`config.mk`:
```
export PLATFORM = sky130hd
export DESIGN_NAME = ipv4_text_range_classifier_flat
export DESIGN_NICKNAME = d
export VERILOG_FILES = /design/src/hdl/itrc_pkg.sv /design/src/hdl/itrc_if.sv /design/src/hdl/itrc_front.sv /design/src/hdl/itrc_queue.sv /design/src/hdl/itrc_back.sv /design/src/hdl/ipv4_text_range_classifier.sv /design/src/flat_wrapper.sv
export SDC_FILE = /design/constraint.sdc
export NUM_CORES = 1
export LEC_CHECK = 0
export ABC_CLOCK_PERIOD_IN_PS = 9000
export BUFFER_PORTS_ARGS = -buffer_cell sky130_fd_sc_hd__buf_2
export CAP_MARGIN = 25
export CORE_ASPECT_RATIO = 0.7
export CORE_UTILIZATION = 55
export CTS_CLUSTER_DIAMETER = 80
export DETAILED_ROUTE_END_ITERATION = 7
export PLACE_DENSITY_LB_ADDON = 0.05
export SYNTH_ARGS = -nofsm -noshare
export SYNTH_HDL_FRONTEND = slang
export SYNTH_HIERARCHICAL = 1
export SYNTH_SLANG_ARGS = --single-unit
```
`constraint.sdc`:
```
create_clock -name clk -period 9 [get_ports clk]
set_clock_uncertainty 0.1 [all_clocks]
set_input_delay 1.35 -clock clk [delete_from_list [all_inputs] [get_ports clk]]
set_output_delay 1.35 -clock clk [all_outputs]
set_load 0.005 [all_outputs]
```
`src/hdl/itrc_pkg.sv`:
```
// ----------------------------------------------------------------------------
// itrc_pkg
// Shared types and constants of the IPv4 text range classifier.
// ----------------------------------------------------------------------------
package itrc_pkg;

	// Character codes used by the label parser
	localparam logic [7:0] CH_DOT  = 8'h2e;
	localparam logic [7:0] CH_0    = 8'h30;
	localparam logic [7:0] CH_9    = 8'h39;
	localparam logic [7:0] CH_X_LO = 8'h78;
	localparam logic [7:0] CH_X_UP = 8'h58;
	localparam logic [7:0] CH_A_LO = 8'h61;
	localparam logic [7:0] CH_F_LO = 8'h66;
	localparam logic [7:0] CH_A_UP = 8'h41;
	localparam logic [7:0] CH_F_UP = 8'h46;

	// Label value saturates here; anything above 255 is malformed
	localparam logic [8:0] LABEL_SAT = 9'd256;
	localparam logic [8:0] OCTET_MAX = 9'd255;
	localparam logic [2:0] CNT_MAX   = 3'd7;
	localparam logic [2:0] LABELS    = 3'd4;

	// Depth of the queue between parser and classifier
	localparam int QUEUE_DEPTH = 2;
	localparam int QUEUE_AW    = $clog2(QUEUE_DEPTH);
	localparam int QUEUE_CW    = $clog2(QUEUE_DEPTH + 1);

	typedef enum logic [3:0] {
		V_PUBLIC    = 4'd0,
		V_MALFORMED = 4'd1,
		V_ZERO_NET  = 4'd2,
		V_TEN_NET   = 4'd3,
		V_LOOPBACK  = 4'd4,
		V_LINK_LOC  = 4'd5,
		V_PRIV_172  = 4'd6,
		V_PRIV_192  = 4'd7,
		V_IETF_192  = 4'd8,
		V_CGNAT     = 4'd9,
		V_BENCH     = 4'd10,
		V_MCAST_RSV = 4'd11
	} verdict_t;

	// One parsed address text, handed from parser to classifier
	typedef struct packed {
		logic        bad;
		logic        canon;
		logic [31:0] addr;
	} text_rec_t;

endpackage

```
`src/hdl/itrc_if.sv`:
```
// ----------------------------------------------------------------------------
// itrc_char_if / itrc_result_if
// Valid/ready channels for address characters and classification results.
// ----------------------------------------------------------------------------
interface itrc_char_if;
	logic       valid;
	logic       ready;
	logic [7:0] char_code;
	logic       has_char;
	logic       end_of_text;

	modport source (output valid, char_code, has_char, end_of_text, input ready);
	modport sink   (input valid, char_code, has_char, end_of_text, output ready);
endinterface

interface itrc_result_if;
	logic        valid;
	logic        ready;
	logic        blocked;
	logic [3:0]  verdict;
	logic        canonical;
	logic [31:0] address;

	modport source (output valid, blocked, verdict, canonical, address, input ready);
	modport sink   (input valid, blocked, verdict, canonical, address, output ready);
endinterface

```
`src/hdl/itrc_front.sv`:
```
// ----------------------------------------------------------------------------
// itrc_front
// Character parser: accumulates labels and pushes one record per text.
// ----------------------------------------------------------------------------
module itrc_front
	import itrc_pkg::*;
(
	input  logic               clk,
	input  logic               arst_n,
	itrc_char_if.sink          char_in,
	output logic               push_valid,
	input  logic               push_ready,
	output text_rec_t          push_data
);

	typedef struct packed {
		logic [8:0] value;
		logic [2:0] length;
		logic       lead_zero;
		logic       hex;
		logic [2:0] count;
		logic [7:0] oct1;
		logic [7:0] oct2;
		logic [7:0] oct3;
		logic       bad;
		logic       canon_bad;
	} parse_t;

	function automatic logic [8:0] sat_acc(logic [8:0] v, logic hex, logic [3:0] d);
		logic [12:0] n;
		n = hex ? {v, 4'b0000} : (({4'b0000, v} << 3) + ({4'b0000, v} << 1));
		n = n + {9'd0, d};
		return (n > {4'd0, LABEL_SAT}) ? LABEL_SAT : n[8:0];
	endfunction

	function automatic parse_t take_char(parse_t s, logic [7:0] c);
		parse_t r;
		logic   digit;
		r     = s;
		digit = (c >= CH_0) && (c <= CH_9);
		if (!digit) begin
			r.canon_bad = 1'b1;
		end
		if (s.length == 3'd1 && s.lead_zero && !s.hex && (c == CH_X_LO || c == CH_X_UP)) begin
			r.hex = 1'b1;
		end else if (s.hex) begin
			if (digit) begin
				r.value = sat_acc(s.value, 1'b1, c[3:0]);
			end else if (c >= CH_A_LO && c <= CH_F_LO) begin
				r.value = sat_acc(s.value, 1'b1, 4'(c - CH_A_LO + 8'd10));
			end else if (c >= CH_A_UP && c <= CH_F_UP) begin
				r.value = sat_acc(s.value, 1'b1, 4'(c - CH_A_UP + 8'd10));
			end else begin
				r.bad = 1'b1;
			end
		end else if (digit) begin
			if (s.length == 3'd0 && c == CH_0) begin
				r.lead_zero = 1'b1;
			end
			r.value = sat_acc(s.value, 1'b0, c[3:0]);
		end else begin
			r.bad = 1'b1;
		end
		if (s.length < CNT_MAX) begin
			r.length = s.length + 3'd1;
		end
		return r;
	endfunction

	function automatic parse_t close_label(parse_t s);
		parse_t r;
		r = s;
		if (s.hex && s.length == 3'd2) begin
			r.bad = 1'b1;
		end
		if (s.value > OCTET_MAX) begin
			r.bad = 1'b1;
		end
		if (s.count >= LABELS) begin
			r.bad       = 1'b1;
			r.canon_bad = 1'b1;
		end
		if (s.length == 3'd0 || s.length > 3'd3 || s.value > OCTET_MAX) begin
			r.canon_bad = 1'b1;
		end
		if (s.lead_zero && s.length > 3'd1) begin
			r.canon_bad = 1'b1;
		end
		case (s.count)
			3'd0:    r.oct1 = s.value[7:0];
			3'd1:    r.oct2 = s.value[7:0];
			3'd2:    r.oct3 = s.value[7:0];
			default: ;
		endcase
		if (s.count < CNT_MAX) begin
			r.count = s.count + 3'd1;
		end
		r.value     = '0;
		r.length    = '0;
		r.lead_zero = 1'b0;
		r.hex       = 1'b0;
		return r;
	endfunction

	parse_t state_q;
	parse_t after_char;
	parse_t after_end;
	logic   accept;

	// Only a closing transaction needs room in the queue
	assign char_in.ready = !char_in.end_of_text || push_ready;
	assign accept        = char_in.valid && char_in.ready;

	always_comb begin
		after_char = state_q;
		if (char_in.has_char) begin
			if (char_in.char_code == CH_DOT) begin
				after_char = close_label(state_q);
			end else begin
				after_char = take_char(state_q, char_in.char_code);
			end
		end
		after_end = close_label(after_char);
	end

	assign push_valid      = char_in.valid && char_in.end_of_text;
	assign push_data.bad   = after_end.bad || (after_end.count != LABELS);
	assign push_data.canon = !after_end.canon_bad;
	assign push_data.addr  = {after_end.oct1, after_end.oct2, after_end.oct3,
	                          after_char.value[7:0]};

	always_ff @(posedge clk or negedge arst_n) begin
		if (!arst_n) begin
			state_q <= '0;
		end else if (accept) begin
			if (char_in.end_of_text) begin
				state_q <= '0;
			end else begin
				state_q <= after_char;
			end
		end
	end

endmodule

```
`src/hdl/itrc_queue.sv`:
```
// ----------------------------------------------------------------------------
// itrc_queue
// Short FIFO of parsed text records between parser and classifier.
// ----------------------------------------------------------------------------
module itrc_queue
	import itrc_pkg::*;
(
	input  logic      clk,
	input  logic      arst_n,
	input  logic      push_valid,
	output logic      push_ready,
	input  text_rec_t push_data,
	output logic      pop_valid,
	input  logic      pop_ready,
	output text_rec_t pop_data
);

	localparam logic [QUEUE_AW-1:0] LAST = QUEUE_AW'(QUEUE_DEPTH - 1);
	localparam logic [QUEUE_CW-1:0] FULL = QUEUE_CW'(QUEUE_DEPTH);

	text_rec_t             entry_q [QUEUE_DEPTH];
	logic [QUEUE_AW-1:0]   wr_ptr_q;
	logic [QUEUE_AW-1:0]   rd_ptr_q;
	logic [QUEUE_CW-1:0]   count_q;
	logic                  do_push;
	logic                  do_pop;

	assign push_ready = (count_q != FULL);
	assign pop_valid  = (count_q != '0);
	assign pop_data   = entry_q[rd_ptr_q];
	assign do_push    = push_valid && push_ready;
	assign do_pop     = pop_valid && pop_ready;

	always_ff @(posedge clk) begin
		if (do_push) begin
			entry_q[wr_ptr_q] <= push_data;
		end
	end

	always_ff @(posedge clk or negedge arst_n) begin
		if (!arst_n) begin
			wr_ptr_q <= '0;
			rd_ptr_q <= '0;
			count_q  <= '0;
		end else begin
			if (do_push) begin
				wr_ptr_q <= (wr_ptr_q == LAST) ? '0 : wr_ptr_q + QUEUE_AW'(1);
			end
			if (do_pop) begin
				rd_ptr_q <= (rd_ptr_q == LAST) ? '0 : rd_ptr_q + QUEUE_AW'(1);
			end
			case ({do_push, do_pop})
				2'b10:   count_q <= count_q + QUEUE_CW'(1);
				2'b01:   count_q <= count_q - QUEUE_CW'(1);
				default: count_q <= count_q;
			endcase
		end
	end

endmodule

```
`src/hdl/itrc_back.sv`:
```
// ----------------------------------------------------------------------------
// itrc_back
// Range classifier: matches the parsed address and holds the result register.
// ----------------------------------------------------------------------------
module itrc_back
	import itrc_pkg::*;
(
	input  logic        clk,
	input  logic        arst_n,
	input  logic        pop_valid,
	output logic        pop_ready,
	input  text_rec_t   pop_data,
	itrc_result_if.source result_out
);

	function automatic verdict_t classify(logic [7:0] a, logic [7:0] b, logic [7:0] c);
		verdict_t v;
		if (a == 8'd0) begin
			v = V_ZERO_NET;
		end else if (a == 8'd10) begin
			v = V_TEN_NET;
		end else if (a == 8'd127) begin
			v = V_LOOPBACK;
		end else if (a == 8'd169 && b == 8'd254) begin
			v = V_LINK_LOC;
		end else if (a == 8'd172 && b >= 8'd16 && b <= 8'd31) begin
			v = V_PRIV_172;
		end else if (a == 8'd192 && b == 8'd168) begin
			v = V_PRIV_192;
		end else if (a == 8'd192 && b == 8'd0 && c == 8'd0) begin
			v = V_IETF_192;
		end else if (a == 8'd100 && b >= 8'd64 && b <= 8'd127) begin
			v = V_CGNAT;
		end else if (a == 8'd198 && (b == 8'd18 || b == 8'd19)) begin
			v = V_BENCH;
		end else if (a >= 8'd224) begin
			v = V_MCAST_RSV;
		end else begin
			v = V_PUBLIC;
		end
		return v;
	endfunction

	logic        valid_q;
	verdict_t    verdict_q;
	logic        canon_q;
	logic [31:0] addr_q;
	verdict_t    verdict_d;

	assign pop_ready = !valid_q || result_out.ready;

	always_comb begin
		if (pop_data.bad) begin
			verdict_d = V_MALFORMED;
		end else begin
			verdict_d = classify(pop_data.addr[31:24], pop_data.addr[23:16],
			                     pop_data.addr[15:8]);
		end
	end

	always_ff @(posedge clk or negedge arst_n) begin
		if (!arst_n) begin
			valid_q <= 1'b0;
		end else if (pop_ready) begin
			valid_q <= pop_valid;
		end
	end

	always_ff @(posedge clk) begin
		if (pop_ready && pop_valid) begin
			verdict_q <= verdict_d;
			canon_q   <= pop_data.canon && !pop_data.bad;
			addr_q    <= pop_data.bad ? 32'd0 : pop_data.addr;
		end
	end

	assign result_out.valid     = valid_q;
	assign result_out.blocked   = (verdict_q != V_PUBLIC);
	assign result_out.verdict   = verdict_q;
	assign result_out.canonical = canon_q;
	assign result_out.address   = addr_q;

endmodule

```
`src/hdl/ipv4_text_range_classifier.sv`:
```
// ----------------------------------------------------------------------------
// ipv4_text_range_classifier
// Parses IPv4 address text one byte per transaction and classifies the range.
// ----------------------------------------------------------------------------
// The block takes one character transaction per clock and gives one result
// transaction for each text, on the transaction that carries end_of_text.
// Labels are split on dots and read as decimal, or as hex after a 0x prefix;
// each byte only updates a small saturating accumulator, so the parser keeps
// one character per cycle. The result reaches result_out through the queue
// and the result register in turn: the parser pushes the finished record
// into a two-entry queue when the closing transaction is taken, and the
// classifier registers the verdict once the record is popped. A stalled
// result side does not hold up characters of the next text; only closing
// transactions wait, once the queue and the output register are both full.
// Send empty text as a single transaction with has_char low.
// ----------------------------------------------------------------------------
module ipv4_text_range_classifier
	import itrc_pkg::*;
(
	input  logic          clk,
	input  logic          arst_n,
	itrc_char_if.sink     char_in,
	itrc_result_if.source result_out
);

	// Parser to queue
	logic      push_valid;
	logic      push_ready;
	text_rec_t push_data;

	// Queue to classifier
	logic      pop_valid;
	logic      pop_ready;
	text_rec_t pop_data;

	// Front: accept characters, advance label state, emit a record at end of text
	itrc_front u_front (
		.clk        (clk),
		.arst_n     (arst_n),
		.char_in    (char_in),
		.push_valid (push_valid),
		.push_ready (push_ready),
		.push_data  (push_data)
	);

	// Queue: hold finished records so each side can stall on its own
	itrc_queue u_queue (
		.clk        (clk),
		.arst_n     (arst_n),
		.push_valid (push_valid),
		.push_ready (push_ready),
		.push_data  (push_data),
		.pop_valid  (pop_valid),
		.pop_ready  (pop_ready),
		.pop_data   (pop_data)
	);

	// Back: match special ranges and drive the result register
	itrc_back u_back (
		.clk        (clk),
		.arst_n     (arst_n),
		.pop_valid  (pop_valid),
		.pop_ready  (pop_ready),
		.pop_data   (pop_data),
		.result_out (result_out)
	);

endmodule
```
`src/flat_wrapper.sv`:
```
// flat-port wrapper written by rule: the top's interface ports become plain ports
module ipv4_text_range_classifier_flat import itrc_pkg::*;
  (clk, arst_n, char_in_valid, char_in_char_code, char_in_has_char, char_in_end_of_text, char_in_ready, result_out_valid, result_out_blocked, result_out_verdict, result_out_canonical, result_out_address, result_out_ready);
  itrc_char_if char_in_i ();
  itrc_result_if result_out_i ();
  input  logic clk;
  input  logic arst_n;
  input wire logic [$bits(char_in_i.valid)-1:0] char_in_valid;
  input wire logic [$bits(char_in_i.char_code)-1:0] char_in_char_code;
  input wire logic [$bits(char_in_i.has_char)-1:0] char_in_has_char;
  input wire logic [$bits(char_in_i.end_of_text)-1:0] char_in_end_of_text;
  output wire logic [$bits(char_in_i.ready)-1:0] char_in_ready;
  output wire logic [$bits(result_out_i.valid)-1:0] result_out_valid;
  output wire logic [$bits(result_out_i.blocked)-1:0] result_out_blocked;
  output wire logic [$bits(result_out_i.verdict)-1:0] result_out_verdict;
  output wire logic [$bits(result_out_i.canonical)-1:0] result_out_canonical;
  output wire logic [$bits(result_out_i.address)-1:0] result_out_address;
  input wire logic [$bits(result_out_i.ready)-1:0] result_out_ready;
  assign char_in_i.valid = char_in_valid;
  assign char_in_i.char_code = char_in_char_code;
  assign char_in_i.has_char = char_in_has_char;
  assign char_in_i.end_of_text = char_in_end_of_text;
  assign char_in_ready = char_in_i.ready;
  assign result_out_valid = result_out_i.valid;
  assign result_out_blocked = result_out_i.blocked;
  assign result_out_verdict = result_out_i.verdict;
  assign result_out_canonical = result_out_i.canonical;
  assign result_out_address = result_out_i.address;
  assign result_out_i.ready = result_out_ready;
  ipv4_text_range_classifier u_core (.clk(clk), .arst_n(arst_n), .char_in(char_in_i), .result_out(result_out_i));
endmodule
```
==> out/qor.csv <==
metric;value;unit
final_cell_mix;105 x edfxtp_1, 99 x nand2_1, 67 x o21ai_0, 53 x buf_2, 48 x dfrtp_1;
synth_top_family_by_area;simple AND/OR/NAND/NOR gates;
synth_top_area_share;36.1;%
clockBufferDepth;2;
cts_tree;done;
dominantRegCellSynth;edfxtp_1;
async_reset_ff_share;31.4;%
synth_fp_nets;884;
worst_ir_drop_vdd;0.238;mV
tightestPinTransition;1.09;ns
ios;54;
hold_viol_final;0;
drt_pass1_iterations;8;
antenna_found_initial;0;
die_width;153;um
fp.dieArea;16400;um2
synth_xor_area_share;1.20;%
hp-class;reg2reg;
vias;7047;
area_growth_syn_to_layout;10.7;%
clock-root-buffer;clkbuf_16;
synth_compound_area_share;16.0;%
drc;8;
via_per_inst;6.53;
final_antenna_net_count;0;
synthMuxAreaShare;5.32;%
synth_area;8750;um2
nets;919;
yosysTopAreaCell;edfxtp_1;
clock.fmax;209;MHz
hpwl;17500;um
cts_hold_buf;0;
tns;0;ns
synth_cell_type_count;85;
die_y;108;um
hold_slack;0.385;ns
violations;DRC;
cts_buffers;17;
rows;38;
routed_wl;24000;um
clk_pin_slew_worst_paths;0.07;ns
synthCells;833;
post_cts_resized;0;
power_leakage;3.68;nW
num_antenna_cells;0;
grt_max_degree;38;
io_buffers;53;
grt_first_pass_wirelength;37300;um
ys_ff_latch;153;
ys_warn_count;6;
path_class;in2reg;
grt_overflow;0;
core-area;15500;um2
syn_area_per_cell;10.5;um2
finalMaxSlewViolations;0;
grt_pass1_vias;6477;
fillers;1287;
crit_required;9.04;ns
setup_violations;0;
grtUsageTotal;30.1;%
synthSimpleGateAreaFrac;18.6;%
fin_crit;4.79;ns
timing.final.crit_share;53.2;%
endpoint_kind;flip-flop;
gp_congestion;0.969;
slew_headroom;25.3;%
final_common_cell;edfxtp_1;
ff2ff_setup_slack;4.40;ns
synthAdderAreaFrac;5.46;%
worstSetupStartpointType;input pin;
cts_setup_buffers;0;
yosys-top-cells-area;edfxtp_1 36%, dfrtp_1 14%, ha_1 5.0%, mux2_2 4.6%, nand2_1 4.2%;
crit_path_max_fanout;5;
drt-initial-drc-count;880;
outcome;complete, but fails checks;
pwr_density_cell;234;nW/um2
htree_levels;4;
clock_latency;0.42;ns
ys_seq_area_share;49.8;%
routedWlPerCell;22.3;um
max_cap_viol_count;0;
rsz0062_at_grt;no;
clkSinkCount;153;
synth_edf_count;105;
cp.arrival;4.83;ns
start_util;56.4;%
drive_above_1_share;16.7;%
## through the flow
| step | util (%) | std cells | setup WS, ns | total power, mW | instance area, um2 |
|---|---|---|---|---|---|
| after floorplan | - | 833 | 4.76 | 1.38 | 8750 |
| after global placement | 58.7 | 1048 | 3.94 | 1.56 | 9100 |
| after detailed placement | 58.8 | 1049 | 3.88 | 1.58 | 9120 |
| after CTS | 62.5 | 1080 | 4.30 | 2.27 | 9690 |
| after global routing | 62.5 | 1080 | 4.09 | 2.37 | 9690 |
| final | 62.5 | 1080 | 4.21 | 2.26 | 9690 |
## routing by layer
layer / GRT usage [%] / up-vias / part of all wire [%] / wire length [um]
li1: - / 3189 / - / -
met1: 47.1 / 3453 / 49 / 11800
met2: 41.4 / 375 / 40 / 9670
met3: 7.93 / 30 / 9.8 / 2350
met4: 5.41 / 0 / 1.0 / 249
met5: 0 / - / 0 / 0
## Yosys cell counts (6+ instances only)
cell,number
nor4_1,8
edfxtp_1,105
nand3b_1,6
nand4_1,9
nor3_1,17
a31oi_1,17
dfrtp_1,48
a32oi_1,8
nor2_1,30
o21ai_0,67
a21oi_1,31
xnor2_1,6
o31ai_1,12
mux2_2,36
and3_1,12
clkbuf_1,31
a211oi_1,14
ha_1,35
nand3_1,24
nand2_1,99
or4_1,6
a21o_1,7
nand2b_1,16
inv_1,29
nor2b_1,36
xor2_1,6
and2_1,6
## logic make-up (layout without fill, tap and decap cells)
| kind of cell | Yosys count | in the layout |
|---|---|---|
| mux | 41 | 41 |
| compound gates | 212 | 212 |
| xor+xnor | 12 | 12 |
| fa+ha+maj | 37 | 37 |
| buf+inv | 73 | 120 |
| flops | 153 | 153 |
| simple gates | 305 | 305 |
## cell type report
class	instances	area (um2)	area share [%]
clock buffers	17	425	4.39
clock inverters	14	139	1.43
inverters	29	109	1.12
multi-input cells	607	4080	42.1
flip-flops and latches	153	4350	45.0
well taps	200	250	2.58
repair buffers	60	330	3.41
## state kept, by name (all words and copies together) (netlist names)
| name | flops |
|---|---|
| u_core/u_queue/wr_ptr_q | 1 |
| u_core/u_front/state_q | 43 |
| u_core/u_queue/rd_ptr_q | 1 |
| u_core/u_back/result_out.canonical | 1 |
| u_core/u_back/result_out.verdict | 4 |
| u_core/u_queue/entry_q | 68 |
| u_core/u_back/result_out.address | 32 |
| u_core/u_queue/count_q | 2 |
| u_core/u_back/result_out.valid | 1 |
## report_power, final
part | total (mW) | switching [mW] | internal [mW]
sequential | 0.944 | 0.0544 | 0.889
clock | 0.686 | 0.301 | 0.385
combinational | 0.635 | 0.392 | 0.243
total | 2.26 | 0.747 | 1.52
## critical path, stage by stage
cell      delay, ns
buf_2          0.12
inv_1          0.13
fa_1           0.55
fa_1           0.48
nor2b_1        0.19
o31a_1         0.22
mux2i_1        0.14
a2111o_1       0.43
o311ai_1       0.51
a22oi_2        0.20
o31ai_1        0.50
## worst paths after layout
path | from | to | cells past startpoint
worst max-delay path | char_in_char_code[3] | u_core/u_queue/entry_q[0][23]$_DFFE_PP_ | 11
worst min register to register | u_core/u_queue/count_q[1]$_DFFE_PN0P_ | u_core/u_queue/count_q[1]$_DFFE_PN0P_ | 1
min in group asynchronous | arst_n | u_core/u_front/state_q[12]$_DFFE_PN0P_ | 1
worst max register to register | u_core/u_front/state_q[36]$_DFFE_PN0P_ | u_core/u_queue/entry_q[0][23]$_DFFE_PP_ | 10
max in group asynchronous | arst_n | u_core/u_front/state_q[37]$_DFFE_PN0P_ | 2
worst min-delay path | u_core/u_queue/count_q[1]$_DFFE_PN0P_ | u_core/u_queue/count_q[1]$_DFFE_PN0P_ | 1
Power figures use the tool's default switching activity.
